`src/hw/rtl/ttc_pkg.sv`:
```
`default_nettype none

package ttc_pkg;

  // register file layout
  localparam int CFG_IDX_BITS = 3;

  typedef enum logic [CFG_IDX_BITS-1:0] {
    REG_HOME_X   = 3'd0,
    REG_HOME_Y   = 3'd1,
    REG_LEFT     = 3'd2,
    REG_STEP_X   = 3'd3,
    REG_STEP_Y   = 3'd4,
    REG_GLYPH_W  = 3'd5,
    REG_SCREEN_W = 3'd6,
    REG_SCREEN_H = 3'd7
  } reg_idx_t;

  // reset values, truncated to the coordinate width where used
  localparam int RST_HOME_X   = 8;
  localparam int RST_HOME_Y   = 8;
  localparam int RST_LEFT     = 8;
  localparam int RST_STEP_X   = 8;
  localparam int RST_STEP_Y   = 10;
  localparam int RST_GLYPH_W  = 8;
  localparam int RST_SCREEN_W = 512;
  localparam int RST_SCREEN_H = 384;

  // character codes
  localparam logic [7:0] CH_PRINT_LO = 8'h20;
  localparam logic [7:0] CH_PRINT_HI = 8'h7E;
  localparam logic [7:0] CH_BS       = 8'h08;
  localparam logic [7:0] CH_DEL      = 8'h7F;
  localparam logic [7:0] CH_CR       = 8'h0D;

  localparam int GLYPH_BITS = 7;

  typedef enum logic {
    CMD_DRAW   = 1'b0,
    CMD_SCROLL = 1'b1
  } cmd_t;

endpackage

`default_nettype wire

```
`src/hw/rtl/ttc_regs.sv`:
```
`default_nettype none

module ttc_regs
  import ttc_pkg::*;
#(
  parameter int CB = 12
) (
  input  wire logic                    clk,
  input  wire logic                    rst_n,
  input  wire logic                    cfg_we,
  input  wire logic [CFG_IDX_BITS-1:0] cfg_index,
  input  wire logic [CB-1:0]           cfg_data,
  output logic [CB-1:0]                home_x,
  output logic [CB-1:0]                home_y,
  output logic [CB-1:0]                left_margin,
  output logic [CB-1:0]                step_x,
  output logic [CB-1:0]                step_y,
  output logic [CB-1:0]                glyph_width,
  output logic [CB-1:0]                screen_width,
  output logic [CB-1:0]                screen_height
);

  logic [CB-1:0] home_x_r, home_y_r, left_r, step_x_r, step_y_r;
  logic [CB-1:0] glyph_w_r, screen_w_r, screen_h_r;

  always_ff @(posedge clk) begin
    if (!rst_n) begin
      home_x_r   <= CB'(RST_HOME_X);
      home_y_r   <= CB'(RST_HOME_Y);
      left_r     <= CB'(RST_LEFT);
      step_x_r   <= CB'(RST_STEP_X);
      step_y_r   <= CB'(RST_STEP_Y);
      glyph_w_r  <= CB'(RST_GLYPH_W);
      screen_w_r <= CB'(RST_SCREEN_W);
      screen_h_r <= CB'(RST_SCREEN_H);
    end else if (cfg_we) begin
      case (reg_idx_t'(cfg_index))
        REG_HOME_X:   home_x_r   <= cfg_data;
        REG_HOME_Y:   home_y_r   <= cfg_data;
        REG_LEFT:     left_r     <= cfg_data;
        REG_STEP_X:   step_x_r   <= cfg_data;
        REG_STEP_Y:   step_y_r   <= cfg_data;
        REG_GLYPH_W:  glyph_w_r  <= cfg_data;
        REG_SCREEN_W: screen_w_r <= cfg_data;
        REG_SCREEN_H: screen_h_r <= cfg_data;
        default:      ;
      endcase
    end
  end

  assign home_x        = home_x_r;
  assign home_y        = home_y_r;
  assign left_margin   = left_r;
  assign step_x        = step_x_r;
  assign step_y        = step_y_r;
  assign glyph_width   = glyph_w_r;
  assign screen_width  = screen_w_r;
  assign screen_height = screen_h_r;

endmodule

`default_nettype wire

```
`src/hw/rtl/ttc_step.sv`:
```
`default_nettype none

module ttc_step
  import ttc_pkg::*;
#(
  parameter int CB = 12
) (
  input  wire logic [7:0]       char_code,
  input  wire logic [CB-1:0]    cur_x,
  input  wire logic [CB-1:0]    cur_y,
  input  wire logic [CB-1:0]    left_margin,
  input  wire logic [CB-1:0]    step_x,
  input  wire logic [CB-1:0]    step_y,
  input  wire logic [CB-1:0]    glyph_width,
  input  wire logic [CB-1:0]    screen_width,
  input  wire logic [CB-1:0]    screen_height,
  output logic [GLYPH_BITS-1:0] glyph,
  output logic                  scroll,
  output logic [CB-1:0]         next_x,
  output logic [CB-1:0]         next_y
);

  localparam int WB = CB + 2;
  localparam logic [CB-1:0] COORD_MAX = {CB{1'b1}};

  logic          printable, is_bs, is_cr, wrap, new_line, scroll_chk;
  logic [WB-1:0] x_adv, x_edge, y_line, y_edge;
  logic [7:0]    glyph_full;

  always_comb begin
    printable  = (char_code >= CH_PRINT_LO) && (char_code <= CH_PRINT_HI);
    is_bs      = (char_code == CH_BS) || (char_code == CH_DEL);
    is_cr      = (char_code == CH_CR);
    glyph_full = char_code - CH_PRINT_LO;
    glyph      = printable ? glyph_full[GLYPH_BITS-1:0] : '0;

    // exact sums, two spare bits
    x_adv  = WB'(cur_x) + WB'(step_x);
    x_edge = x_adv + WB'(glyph_width);
    wrap   = x_edge >= WB'(screen_width);
    y_line = WB'(cur_y) + WB'(step_y);
    y_edge = y_line + WB'(step_y);
    scroll_chk = y_edge >= WB'(screen_height);

    new_line = (printable && wrap) || is_cr;
    scroll   = 1'b0;
    next_x   = cur_x;
    next_y   = cur_y;

    if (new_line) begin
      next_x = left_margin;
      if (scroll_chk) begin
        scroll = 1'b1;
      end else begin
        next_y = (y_line > WB'(COORD_MAX)) ? COORD_MAX : y_line[CB-1:0];
      end
    end else if (printable) begin
      next_x = (x_adv > WB'(COORD_MAX)) ? COORD_MAX : x_adv[CB-1:0];
    end else if (is_bs) begin
      if ((cur_x < step_x) || ((cur_x - step_x) < left_margin)) begin
        next_x = left_margin;
      end else begin
        next_x = cur_x - step_x;
      end
    end
  end

endmodule

`default_nettype wire

```
`src/hw/rtl/text_terminal_cursor_control.sv`:
```
// a character passes through the input register and then the output register before its draw word is offered
// throughput: one character per cycle while out_ready stays high; after a scroll the next waits for the scroll word
// the input register takes one more character while a finished word waits
// reset (synchronous, active low): registers to defaults, cursor to (8, 8),
// both stages empty
`default_nettype none

module text_terminal_cursor_control
  import ttc_pkg::*;
#(
  parameter int COORD_BITS = 12
) (
  input  wire logic                    clk,
  input  wire logic                    rst_n,
  // character input
  input  wire logic                    in_valid,
  output logic                         in_ready,
  input  wire logic [7:0]              in_char_code,
  // command output
  output logic                         out_valid,
  input  wire logic                    out_ready,
  output logic                         out_command,
  output logic [GLYPH_BITS-1:0]        out_glyph_index,
  output logic [COORD_BITS-1:0]        out_draw_x,
  output logic [COORD_BITS-1:0]        out_draw_y,
  output logic [COORD_BITS-1:0]        out_scroll_rows,
  output logic [COORD_BITS-1:0]        out_cursor_x_after,
  output logic [COORD_BITS-1:0]        out_cursor_y_after,
  output logic                         out_last,
  // register writes
  input  wire logic                    cfg_we,
  input  wire logic [CFG_IDX_BITS-1:0] cfg_index,
  input  wire logic [COORD_BITS-1:0]   cfg_data
);

  localparam int CB = COORD_BITS;

  // register file
  logic [CB-1:0] home_x, home_y, left_margin, step_x, step_y;
  logic [CB-1:0] glyph_width, screen_width, screen_height;

  ttc_regs #(.CB(CB)) u_regs (
    .clk           (clk),
    .rst_n         (rst_n),
    .cfg_we        (cfg_we),
    .cfg_index     (cfg_index),
    .cfg_data      (cfg_data),
    .home_x        (home_x),
    .home_y        (home_y),
    .left_margin   (left_margin),
    .step_x        (step_x),
    .step_y        (step_y),
    .glyph_width   (glyph_width),
    .screen_width  (screen_width),
    .screen_height (screen_height)
  );

  // input register
  logic       s1_valid_r, s1_valid_nxt;
  logic [7:0] s1_char_r;

  // cursor
  logic [CB-1:0] cur_x_r, cur_x_nxt, cur_y_r, cur_y_nxt;

  // output register plus a pending scroll word
  logic                  out_valid_r, out_valid_nxt;
  logic                  pend_r, pend_nxt;
  cmd_t                  cmd_r, cmd_nxt;
  logic [GLYPH_BITS-1:0] glyph_r, glyph_nxt;
  logic [CB-1:0]         dx_r, dx_nxt, dy_r, dy_nxt, rows_r, rows_nxt;
  logic [CB-1:0]         cx_r, cx_nxt, cy_r, cy_nxt, pend_rows_r, pend_rows_nxt;
  logic                  last_r, last_nxt;

  // cursor arithmetic for the character in the input register
  logic [GLYPH_BITS-1:0] st_glyph;
  logic                  st_scroll;
  logic [CB-1:0]         st_x, st_y;

  ttc_step #(.CB(CB)) u_step (
    .char_code     (s1_char_r),
    .cur_x         (cur_x_r),
    .cur_y         (cur_y_r),
    .left_margin   (left_margin),
    .step_x        (step_x),
    .step_y        (step_y),
    .glyph_width   (glyph_width),
    .screen_width  (screen_width),
    .screen_height (screen_height),
    .glyph         (st_glyph),
    .scroll        (st_scroll),
    .next_x        (st_x),
    .next_y        (st_y)
  );

  logic out_take, load_out, in_take, home_wr;

  always_comb begin
    out_take = out_valid_r && out_ready;
    // the output register is free when empty, or once its word leaves with no scroll word behind it
    load_out = s1_valid_r && (!out_valid_r || (out_take && !pend_r));
    in_ready = !s1_valid_r || load_out;
    in_take  = in_valid && in_ready;
    home_wr  = cfg_we && ((reg_idx_t'(cfg_index) == REG_HOME_X) ||
                          (reg_idx_t'(cfg_index) == REG_HOME_Y));

    s1_valid_nxt = in_take || (s1_valid_r && !load_out);

    // a home write lands on the cursor together with the new register value
    cur_x_nxt = cur_x_r;
    cur_y_nxt = cur_y_r;
    if (home_wr) begin
      cur_x_nxt = (reg_idx_t'(cfg_index) == REG_HOME_X) ? cfg_data : home_x;
      cur_y_nxt = (reg_idx_t'(cfg_index) == REG_HOME_Y) ? cfg_data : home_y;
    end else if (load_out) begin
      cur_x_nxt = st_x;
      cur_y_nxt = st_y;
    end

    out_valid_nxt = out_valid_r;
    pend_nxt      = pend_r;
    pend_rows_nxt = pend_rows_r;
    cmd_nxt       = cmd_r;
    glyph_nxt     = glyph_r;
    dx_nxt        = dx_r;
    dy_nxt        = dy_r;
    rows_nxt      = rows_r;
    cx_nxt        = cx_r;
    cy_nxt        = cy_r;
    last_nxt      = last_r;

    if (load_out) begin
      // draw word, scroll word held back if the line ran off the bottom
      out_valid_nxt = 1'b1;
      pend_nxt      = st_scroll;
      pend_rows_nxt = step_y;
      cmd_nxt       = CMD_DRAW;
      glyph_nxt     = st_glyph;
      dx_nxt        = cur_x_r;
      dy_nxt        = cur_y_r;
      rows_nxt      = '0;
      cx_nxt        = st_x;
      cy_nxt        = st_y;
      last_nxt      = !st_scroll;
    end else if (out_take && pend_r) begin
      // scroll word follows the draw word, same cursor
      pend_nxt  = 1'b0;
      cmd_nxt   = CMD_SCROLL;
      glyph_nxt = '0;
      dx_nxt    = '0;
      dy_nxt    = '0;
      rows_nxt  = pend_rows_r;
      last_nxt  = 1'b1;
    end else if (out_take) begin
      out_valid_nxt = 1'b0;
    end
  end

  always_ff @(posedge clk) begin
    if (!rst_n) begin
      s1_valid_r  <= 1'b0;
      out_valid_r <= 1'b0;
      pend_r      <= 1'b0;
      cur_x_r     <= CB'(RST_HOME_X);
      cur_y_r     <= CB'(RST_HOME_Y);
    end else begin
      s1_valid_r  <= s1_valid_nxt;
      out_valid_r <= out_valid_nxt;
      pend_r      <= pend_nxt;
      cur_x_r     <= cur_x_nxt;
      cur_y_r     <= cur_y_nxt;
    end
  end

  // payload registers
  always_ff @(posedge clk) begin
    if (in_take) begin
      s1_char_r <= in_char_code;
    end
    pend_rows_r <= pend_rows_nxt;
    cmd_r       <= cmd_nxt;
    glyph_r     <= glyph_nxt;
    dx_r        <= dx_nxt;
    dy_r        <= dy_nxt;
    rows_r      <= rows_nxt;
    cx_r        <= cx_nxt;
    cy_r        <= cy_nxt;
    last_r      <= last_nxt;
  end

  assign out_valid          = out_valid_r;
  assign out_command        = cmd_r;
  assign out_glyph_index    = glyph_r;
  assign out_draw_x         = dx_r;
  assign out_draw_y         = dy_r;
  assign out_scroll_rows    = rows_r;
  assign out_cursor_x_after = cx_r;
  assign out_cursor_y_after = cy_r;
  assign out_last           = last_r;

`ifndef ASSERT_OFF
  // a pending scroll word only exists behind a word on show
  a_pend_has_word: assert property (@(posedge clk) disable iff (!rst_n)
    pend_r |-> out_valid_r)
    else $error("scroll word pending with empty output register");

  // taking a draw word with a scroll behind it brings the scroll word next
  a_scroll_follows: assert property (@(posedge clk) disable iff (!rst_n)
    (out_take && pend_r) |=> (out_valid_r && cmd_r == CMD_SCROLL && last_r))
    else $error("scroll word did not follow its draw word");

  // only the draw word with a scroll behind it is not the last
  a_last_flag: assert property (@(posedge clk) disable iff (!rst_n)
    out_valid_r |-> (last_r == !pend_r))
    else $error("last flag disagrees with pending scroll");

  // a scroll word carries no glyph or position
  a_scroll_clean: assert property (@(posedge clk) disable iff (!rst_n)
    (out_valid_r && cmd_r == CMD_SCROLL) |-> (glyph_r == '0 && dx_r == '0 && dy_r == '0))
    else $error("scroll word with glyph fields set");
`endif

endmodule

`default_nettype wire

```
`config.mk`:
```
export PLATFORM = sky130hd
export DESIGN_NAME = text_terminal_cursor_control
export DESIGN_NICKNAME = d
export VERILOG_FILES = /design/src/hw/rtl/ttc_pkg.sv /design/src/hw/rtl/ttc_regs.sv /design/src/hw/rtl/ttc_step.sv /design/src/hw/rtl/text_terminal_cursor_control.sv
export SDC_FILE = /design/constraint.sdc
export NUM_CORES = 1
export LEC_CHECK = 0
export ABC_CLOCK_PERIOD_IN_PS = 4850
export BUFFER_PORTS_ARGS = -buffer_cell sky130_fd_sc_hd__buf_2
export CORE_MARGIN = 1
export CORE_UTILIZATION = 45
export CTS_BUF_LIST = sky130_fd_sc_hd__clkbuf_2 sky130_fd_sc_hd__clkbuf_4 sky130_fd_sc_hd__clkbuf_8
export CTS_CLUSTER_DIAMETER = 50
export CTS_CLUSTER_SIZE = 12
export DETAILED_ROUTE_END_ITERATION = 16
export PLACE_DENSITY = 0.73
export SLEW_MARGIN = 20
export SYNTH_ARGS = -nofsm -noshare
export SYNTH_HDL_FRONTEND = slang
export SYNTH_SLANG_ARGS = --single-unit
export TNS_END_PERCENT = 5
```
`constraint.sdc`:
```
create_clock -name clk -period 4.85 [get_ports clk]
set_input_delay 1.455 -clock clk [delete_from_list [all_inputs] [get_ports clk]]
set_output_delay 1.455 -clock clk [all_outputs]
set_load 0.01 [all_outputs]
```
**Yosys cells after proc, flatten, opt, wreduce, memory -nomap -nowiden**

Index checks and enable logic that the tools add are counted.

- Register bits after elaboration: 212
- Bits of input ports: 28
- Output and inout port bits: 71
- Logic and storage cells: 109

- Add/sub/neg operators: 6
- $lt $le $gt $ge: 8
- Eq/ne operators: 11
- Muxes and demuxes: 29
- Reduce and logical (&&, ||, !) cells: 32

Operator list:

| cell | count |
|---|---|
| $mux 12 | 17 |
| $add 14x12->14 | 2 |
| $ge 14x12->1 | 2 |
| $gt 14x12->1 const B | 2 |
| $add 12x12->13 | 2 |
| $lt 12x12->1 | 2 |
| $mux 7 | 3 |
| $eq 8x4->1 const B | 2 |
| $reduce_and 2->1 | 7 |
| $eq 3x3->1 const B | 4 |
| $sub 12x12->12 | 1 |
| $logic_and 1x1->1 | 9 |
| $mux 1 | 9 |
| $eq 8x7->1 const B | 1 |
| $ge 8x6->1 const B | 1 |
| $le 8x7->1 const B | 1 |
| $logic_or 1x1->1 | 7 |
| $sub 7x6->7 const B | 1 |
| $eq 3x2->1 const B | 2 |
| $reduce_bool 2->1 | 3 |
| $logic_not 1->1 | 5 |
| $eq 3x1->1 const B | 1 |
| $logic_not 3->1 | 1 |
| $ne 2x2->1 const B | 1 |

**Logic depth before layout (Yosys ltp)**

- Word-level depth: 9
- Gate-level depth with buffers: 25
- Mapped depth without buffers: 24

**Hierarchy**

A second synthesis with hierarchy kept.

- Cell total of the unflattened synthesis: 1,296
- Area, all modules: 12,519.5 um^2

By module, submodules not included:

| module | times used | cells each | area an instance (um^2) | seq. area each (um^2) |
|---|---|---|---|---|
| text_terminal_cursor_control | 1 | 357 | 4,687.0 | 3,083.0 |
| ttc_step | 1 | 599 | 4,250.3 | 0.0 |
| ttc_regs | 1 | 340 | 3,582.2 | 1,921.8 |

**Worst setup path after synthesis**

OpenSTA, ideal clock, no wires.

- Path kind: flip-flop to flip-flop
- Start point: reg u_regs.step_x_r[4], in the netlist u_regs.step_x[4]
- End point: reg cy_r[0], in the netlist out_cursor_y_after[0] (data pin)
- Setup time: 0.256 ns
- Arrival time: 4.835 ns
- Data required time: 4.594 ns
- Path slack: -0.242 ns
- Stages on the path, launching flop included: 25
- Buffers on the path: 3
- Period minus slack after synthesis: 5.092 ns
- Cells stage by stage: dfxtp_1 > inv_1 > ha_1 > buf_2 > nor3_1 > a2111oi_0 > xor2_1 > ha_1 > o21a_1 > o31a_1 > o21ai_0 > nand2b_1 > a31oi_1 > xnor2_1 > ha_1 > or2_2 > a2111oi_0 > o211ai_1 > nand2_1 > or4b_4 > nand3_4 > buf_12 > nor2_2 > buf_6 > o22a_1

- Cells in the longest elaborated chain, start to end: 6

RTL lines:

| element | RTL line | source |
|---|---|---|
| start: declaration | ttc_regs.sv:23 | `logic [CB-1:0] home_x_r, home_y_r, left_r, step_x_r, step_y_r;` |
| start signal: assignment | ttc_regs.sv:31 | `step_x_r <= CB'(RST_STEP_X);` |
| start signal: assignment | ttc_regs.sv:41 | `REG_STEP_X: step_x_r <= cfg_data;` |
| $add 12x12->13 | ttc_step.sv:38 | `x_adv = WB'(cur_x) + WB'(step_x);` |
| $add 14x12->14 | ttc_step.sv:39 | `x_edge = x_adv + WB'(glyph_width);` |
| $ge 14x12->1 | ttc_step.sv:40 | `wrap = x_edge >= WB'(screen_width);` |
| $logic_and 1x1->1 | ttc_step.sv:45 | `new_line = (printable && wrap) \|\| is_cr;` |
| $logic_or 1x1->1 | ttc_step.sv:45 |  |
| $mux 12 | ttc_step.sv:50 | `if (new_line) begin` |
| named net st_y[0] | text_terminal_cursor_control.sv:77 | `logic [CB-1:0] st_x, st_y;` |
| end signal: assignment | text_terminal_cursor_control.sv:186 | `cy_r <= cy_nxt;` |
| end: declaration | text_terminal_cursor_control.sv:71 | `logic [CB-1:0] cx_r, cx_nxt, cy_r, cy_nxt, pend_rows_r, pend_rows_nxt;` |

The timed path passes the listed nets, and every way through them passes these cells.
A chain may end at the register's enable or synchronous reset.

**Worst setup path after layout**

- Start point: reg cur_x_r[5]
- End point: reg cur_x_r[10]

- Cells in the longest elaborated chain, start to end: 9
- Elaborated cells on any way between the ends: 17
- Those cells by class: add/sub: 3; order compare: 4; mux: 7; reduce/logical: 3

RTL lines:

| element | RTL line | source |
|---|---|---|
| start: declaration | text_terminal_cursor_control.sv:63 | `logic [CB-1:0] cur_x_r, cur_x_nxt, cur_y_r, cur_y_nxt;` |
| start signal: assignment | text_terminal_cursor_control.sv:163 | `cur_x_r <= CB'(RST_HOME_X);` |
| start signal: assignment | text_terminal_cursor_control.sv:169 | `cur_x_r <= cur_x_nxt;` |
| branches (longest 6 deep; another with $add 14x12->14) | -- |  |
| $mux 12 (*) | ttc_step.sv:50 |  |
| named net st_x[10] | text_terminal_cursor_control.sv:77 |  |
| $mux 12 (*) | text_terminal_cursor_control.sv:114 | `end else if (load_out) begin` |
| $mux 12 (*) | text_terminal_cursor_control.sv:111 | `if (home_wr) begin` |

Mark *: on every way through the listed nets, which the timed path passes. The select of a mux whose other input is x is not followed.

==> flow_summary.rst <==
.. list-table::
   :header-rows: 1

   * - Metric
     - Value
   * - Die ar.
     - 28800 µm²
   * - Final-report max-slew violation count
     - 0
   * - Area growth from synthesis to final layout
     - 20.9%
   * - Capture instance of the worst register-to-register path
     - cur_x_r[10]
   * - Final non-filler cell area
     - 15300 µm²
   * - Synth Register Bits
     - 212
   * - Final layout net count
     - 1759
   * - Clock input transition at the sequential cells of the worst setup and hold paths
     - 80 ps
   * - Launching element type of the critical path
     - register
   * - Worst hold margin
     - 454 ps
   * - Endpoint of the worst hold path
     - out_scroll_rows[11]
   * - Final critical path time including I/O delays and setup
     - 5010 ps
   * - Worst hold stages
     - 2
   * - DR WL/cell
     - 19.1 µm
   * - Number of antenna violations at the first check in global routing
     - 0
   * - Final worst-path setup slack
     - -161 ps
   * - Power Dens Cells
     - 329 nW/µm²
   * - Worst-path cell with the longest stage delay
     - sky130_fd_sc_hd__or4b_4
   * - Length of routed met2 wiring
     - 16600 µm
   * - Cells after DPL
     - 1965
   * - Number of iterations in the first detailed-routing pass
     - 7
   * - Post-detailed-placement half-perimeter wirelength
     - 28900 µm
   * - Most frequent cells in the layout
     - sky130_fd_sc_hd__nand2_1 (278), sky130_fd_sc_hd__buf_4 (149), sky130_fd_sc_hd__dfxtp_1 (132)
   * - Routed met3 length
     - 2720 µm
   * - Remaining routing DRC violations
     - 0
   * - Max cap viols
     - 0
   * - Via count of the first global-routing pass
     - 10700
   * - Vias
     - 11400
   * - TritonCTS Buffers
     - 25
   * - Number of setup violations in the final report
     - 44
   * - Mean number of vias per cell
     - 5.65
   * - Slowest cell delay on critical path
     - 520 ps
   * - Overall power after layout
     - 0.00504 W
   * - Commonest non-fill, non-tap cell in the layout
     - sky130_fd_sc_hd__nand2_1
   * - Slew headroom
     - 30.5%
   * - Wire length of the first global-routing pass
     - 59000 µm
   * - Final cycle utilization of the critical path
     - 103%
   * - Chip height
     - 170 µm
   * - Horizontal die dimension
     - 170 µm
   * - TritonCTS clock tree
     - built
   * - CP dominant cell by count
     - sky130_fd_sc_hd__buf_4
   * - Unrepaired setup endpoints after global routing
     - true
   * - Post-Synthesis Cells
     - 1423
   * - Cell area after placement
     - 14400 µm²
   * - Reg2reg path depth
     - 24
   * - Remaining global-route overflow
     - 0
   * - Number of input and output port buffers inserted
     - 98
   * - Total wire length
     - 38600 µm
   * - Final standard cell count with taps included and fillers excluded
     - 2024
   * - Sequential element share of the synthesized area
     - 39.5%
   * - Number of enable-type register cells in the synthesized netlist
     - 76
   * - Share of layout cells above drive strength 1
     - 22.4%
   * - Area of combinational cells with multiple inputs
     - 7340 µm²
   * - All-layer global routing usage
     - 26.3%
   * - Clock sinks
     - 212
   * - Critical Setup Path Class
     - reg -> reg
   * - Mapped cell area
     - 12700 µm²
   * - Clock tree root buffer cell
     - sky130_fd_sc_hd__clkbuf_8
   * - Post-synth top flop
     - sky130_fd_sc_hd__dfxtp_1
   * - Initial detailed-routing violation count
     - 917
   * - Max IR drop VDD
     - 165 µV
   * - Worst skew pair latency
     - 570 ps
   * - Max Freq
     - 200 MHz
   * - Final Wtd Congestion
     - 0.953
   * - Crit Reg-Reg Startpoint
     - cur_x_r[5]
   * - Violations in the final reports
     - negative setup slack
   * - Worst Skew
     - 21.9 ps
   * - Pin count of the biggest net entering global routing
     - 45
   * - Rows
     - 61
   * - Number of endpoints with negative hold slack in the final report
     - 0
   * - Total of fill cells in the finished design
     - 2516
   * - Unique cell type count in the Yosys netlist
     - 88
   * - Data arrival time of the critical path
     - 5490 ps
   * - Async set-or-reset flop fraction in the synthesized netlist
     - 0%
   * - Number of buffers between clock root and the deepest sink
     - 3
   * - Sequential cell area
     - 5010 µm²
   * - Yosys warnings
     - 0
   * - Number of H-tree levels
     - 1
   * - Top sig layer
     - met4
   * - Status
     - complete, but fails checks
   * - M1 WL
     - 17900 µm
   * - Antenna Violating Nets Remaining
     - 0
   * - Net count after synthesis
     - 1554
   * - Static power due to leakage
     - 6.35 nW
   * - Highest fanout seen on the critical path
     - 8
   * - Startpoint of the most critical hold path
     - out_scroll_rows[11]
   * - # diodes
     - 0
   * - Cells traversed along the worst timing path
     - buf_4 -> ha_1 -> nor2b_1 -> o21bai_1 -> o211ai_1 -> buf_4 -> buf_4 -> xnor2_1 -> ha_2 -> nand3_1 -> inv_1 -> a21oi_1 -> xnor2_1 -> ha_1 -> or2_4 -> a2111oi_4 -> o211ai_1 -> nand2_2 -> or4b_4 -> nand3_4 -> buf_12 -> buf_6 -> a221oi_2 -> o21a_1
   * - Transition time of the tightest slew-check pin
     - 1030 ps
   * - Avg Synthesized Cell Area
     - 8.91 µm²
   * - Slack of the worst reg-to-reg path
     - -160 ps
   * - Required time worst endpoint
     - 5330 ps
   * - Class of the most critical hold timing path
     - reg -> reg
   * - Placeable core region
     - 27800 µm²
   * - I/O pin count
     - 99
   * - Starting Density
     - 45.6%
   * - Endpoint kind of the worst setup timing path
     - register
-- power breakdown --
part           total, W  internal, W  switching [W]
Sequential      0.00201      0.00195      0.0000677
Combinational   0.00172     0.000760       0.000962
Clock           0.00130     0.000615       0.000686
-- per-stage QoR --
step	setup TNS [ps]	setup WS [ps]	util, %
final	-4750	-161	55.2
after global routing	-14960	-376	55.2
after CTS	-2380	-95.1	54.6
after detailed placement	-15160	-417	51.9
after global placement	-6430	-216	51.9
after floorplan	-838	-83.8	-
-- cells in the mapped netlist, drive strengths merged (16+ instances only) --
cell type	count	area (µm²)
o21a	20	150
and3	31	199
nor2b	16	100
nor2	71	277
nand3	28	153
nand2	279	1050
mux2i	17	170
dfxtp	136	2720
xnor2	32	280
nor3	22	126
inv	83	312
a21oi	65	325
o22a	20	175
clkbuf	64	240
a21boi	104	781
edfxtp	76	2280
ha	98	1230
o21ai	41	213
-- how the worst max path moves through the flow --
| stage | start | endpoint | slack, ps | cells after the start |
|---|---|---|---|---|
| finish | cur_x_r[5] | cur_x_r[10] | -160 | 24 |
| global route | u_regs.step_x[0] | cur_x_r[1] | -380 | 24 |
| CTS | cur_x_r[0] | cur_x_r[10] | -100 | 25 |
| detailed placement | u_regs.step_x[1] | cur_y_r[5] | -420 | 22 |
| global placement | u_regs.step_x[1] | cur_y_r[9] | -220 | 22 |
| floorplan | cur_x_r[0] | out_cursor_y_after[0] | -80 | 24 |
-- critical path: cells and delay by family (launching register included) --
family | cells | cell delay [ps]
AO/OA/AOI/OAI | 7 | 1150
adder cells (fa/ha/maj) | 3 | 850
buffers and inverters | 6 | 780
XOR/XNOR | 2 | 370
AND/OR/NAND/NOR | 6 | 1320
flip-flops | 1 | 430
-- layer usage --
metal	GRT usage (%)	up-vias
met1	37.9	5391
li1	-	5492
met3	2.77	82
met2	40.6	476
met5	0	-
met4	9.36	0
-- final cells by class --
type	instances	area share, %
clock buffers	37	2.96
clock inverters	8	0.416
flip-flops and latches	212	32.7
well taps	378	3.09
multi-input cells	1053	47.9
repair buffers	251	10.9
inverters	85	2.08
-- cell families after synthesis --
logic type	Yosys count	share of synthesized area [%]
AND/OR/NAND/NOR	503	18.3
adder cells (fa/ha/maj)	103	10.5
XOR/XNOR	42	2.90
multiplexers	17	1.34
flip-flops	212	39.5
buffers and inverters	160	5.10
AO/OA/AOI/OAI	386	22.4
-- flip-flops by register name, summed over array words and instances, names as in the netlist --
| signal | flops |
|---|---|
| s1_char_r | 8 |
| u_regs.screen_width | 12 |
| u_regs.screen_height | 12 |
| s1_valid_r | 1 |
| u_regs.home_x | 12 |
| out_last | 1 |
| out_cursor_x_after | 12 |
| u_regs.home_y | 12 |
| out_draw_x | 12 |
| out_cursor_y_after | 12 |
| out_glyph_index | 7 |
| u_regs.step_x | 12 |
| out_scroll_rows | 12 |
| u_regs.step_y | 12 |
| u_regs.glyph_width | 12 |
| out_draw_y | 12 |
| out_command | 1 |
| u_regs.left_margin | 12 |
| pend_rows_r | 12 |
| out_valid | 1 |
| pend_r | 1 |
| cur_y_r | 12 |
| cur_x_r | 12 |
-- timing repair --
item / in CTS / in global routing
pin swaps: 39 / 16
setup buffers: 7 / 5
hold buffers: 0 / 0
endpoints found under the setup margin: 50 / 50
cloned: 1 / 1
resized for setup: 29 / 22
(Power assumes the default switching activity.)
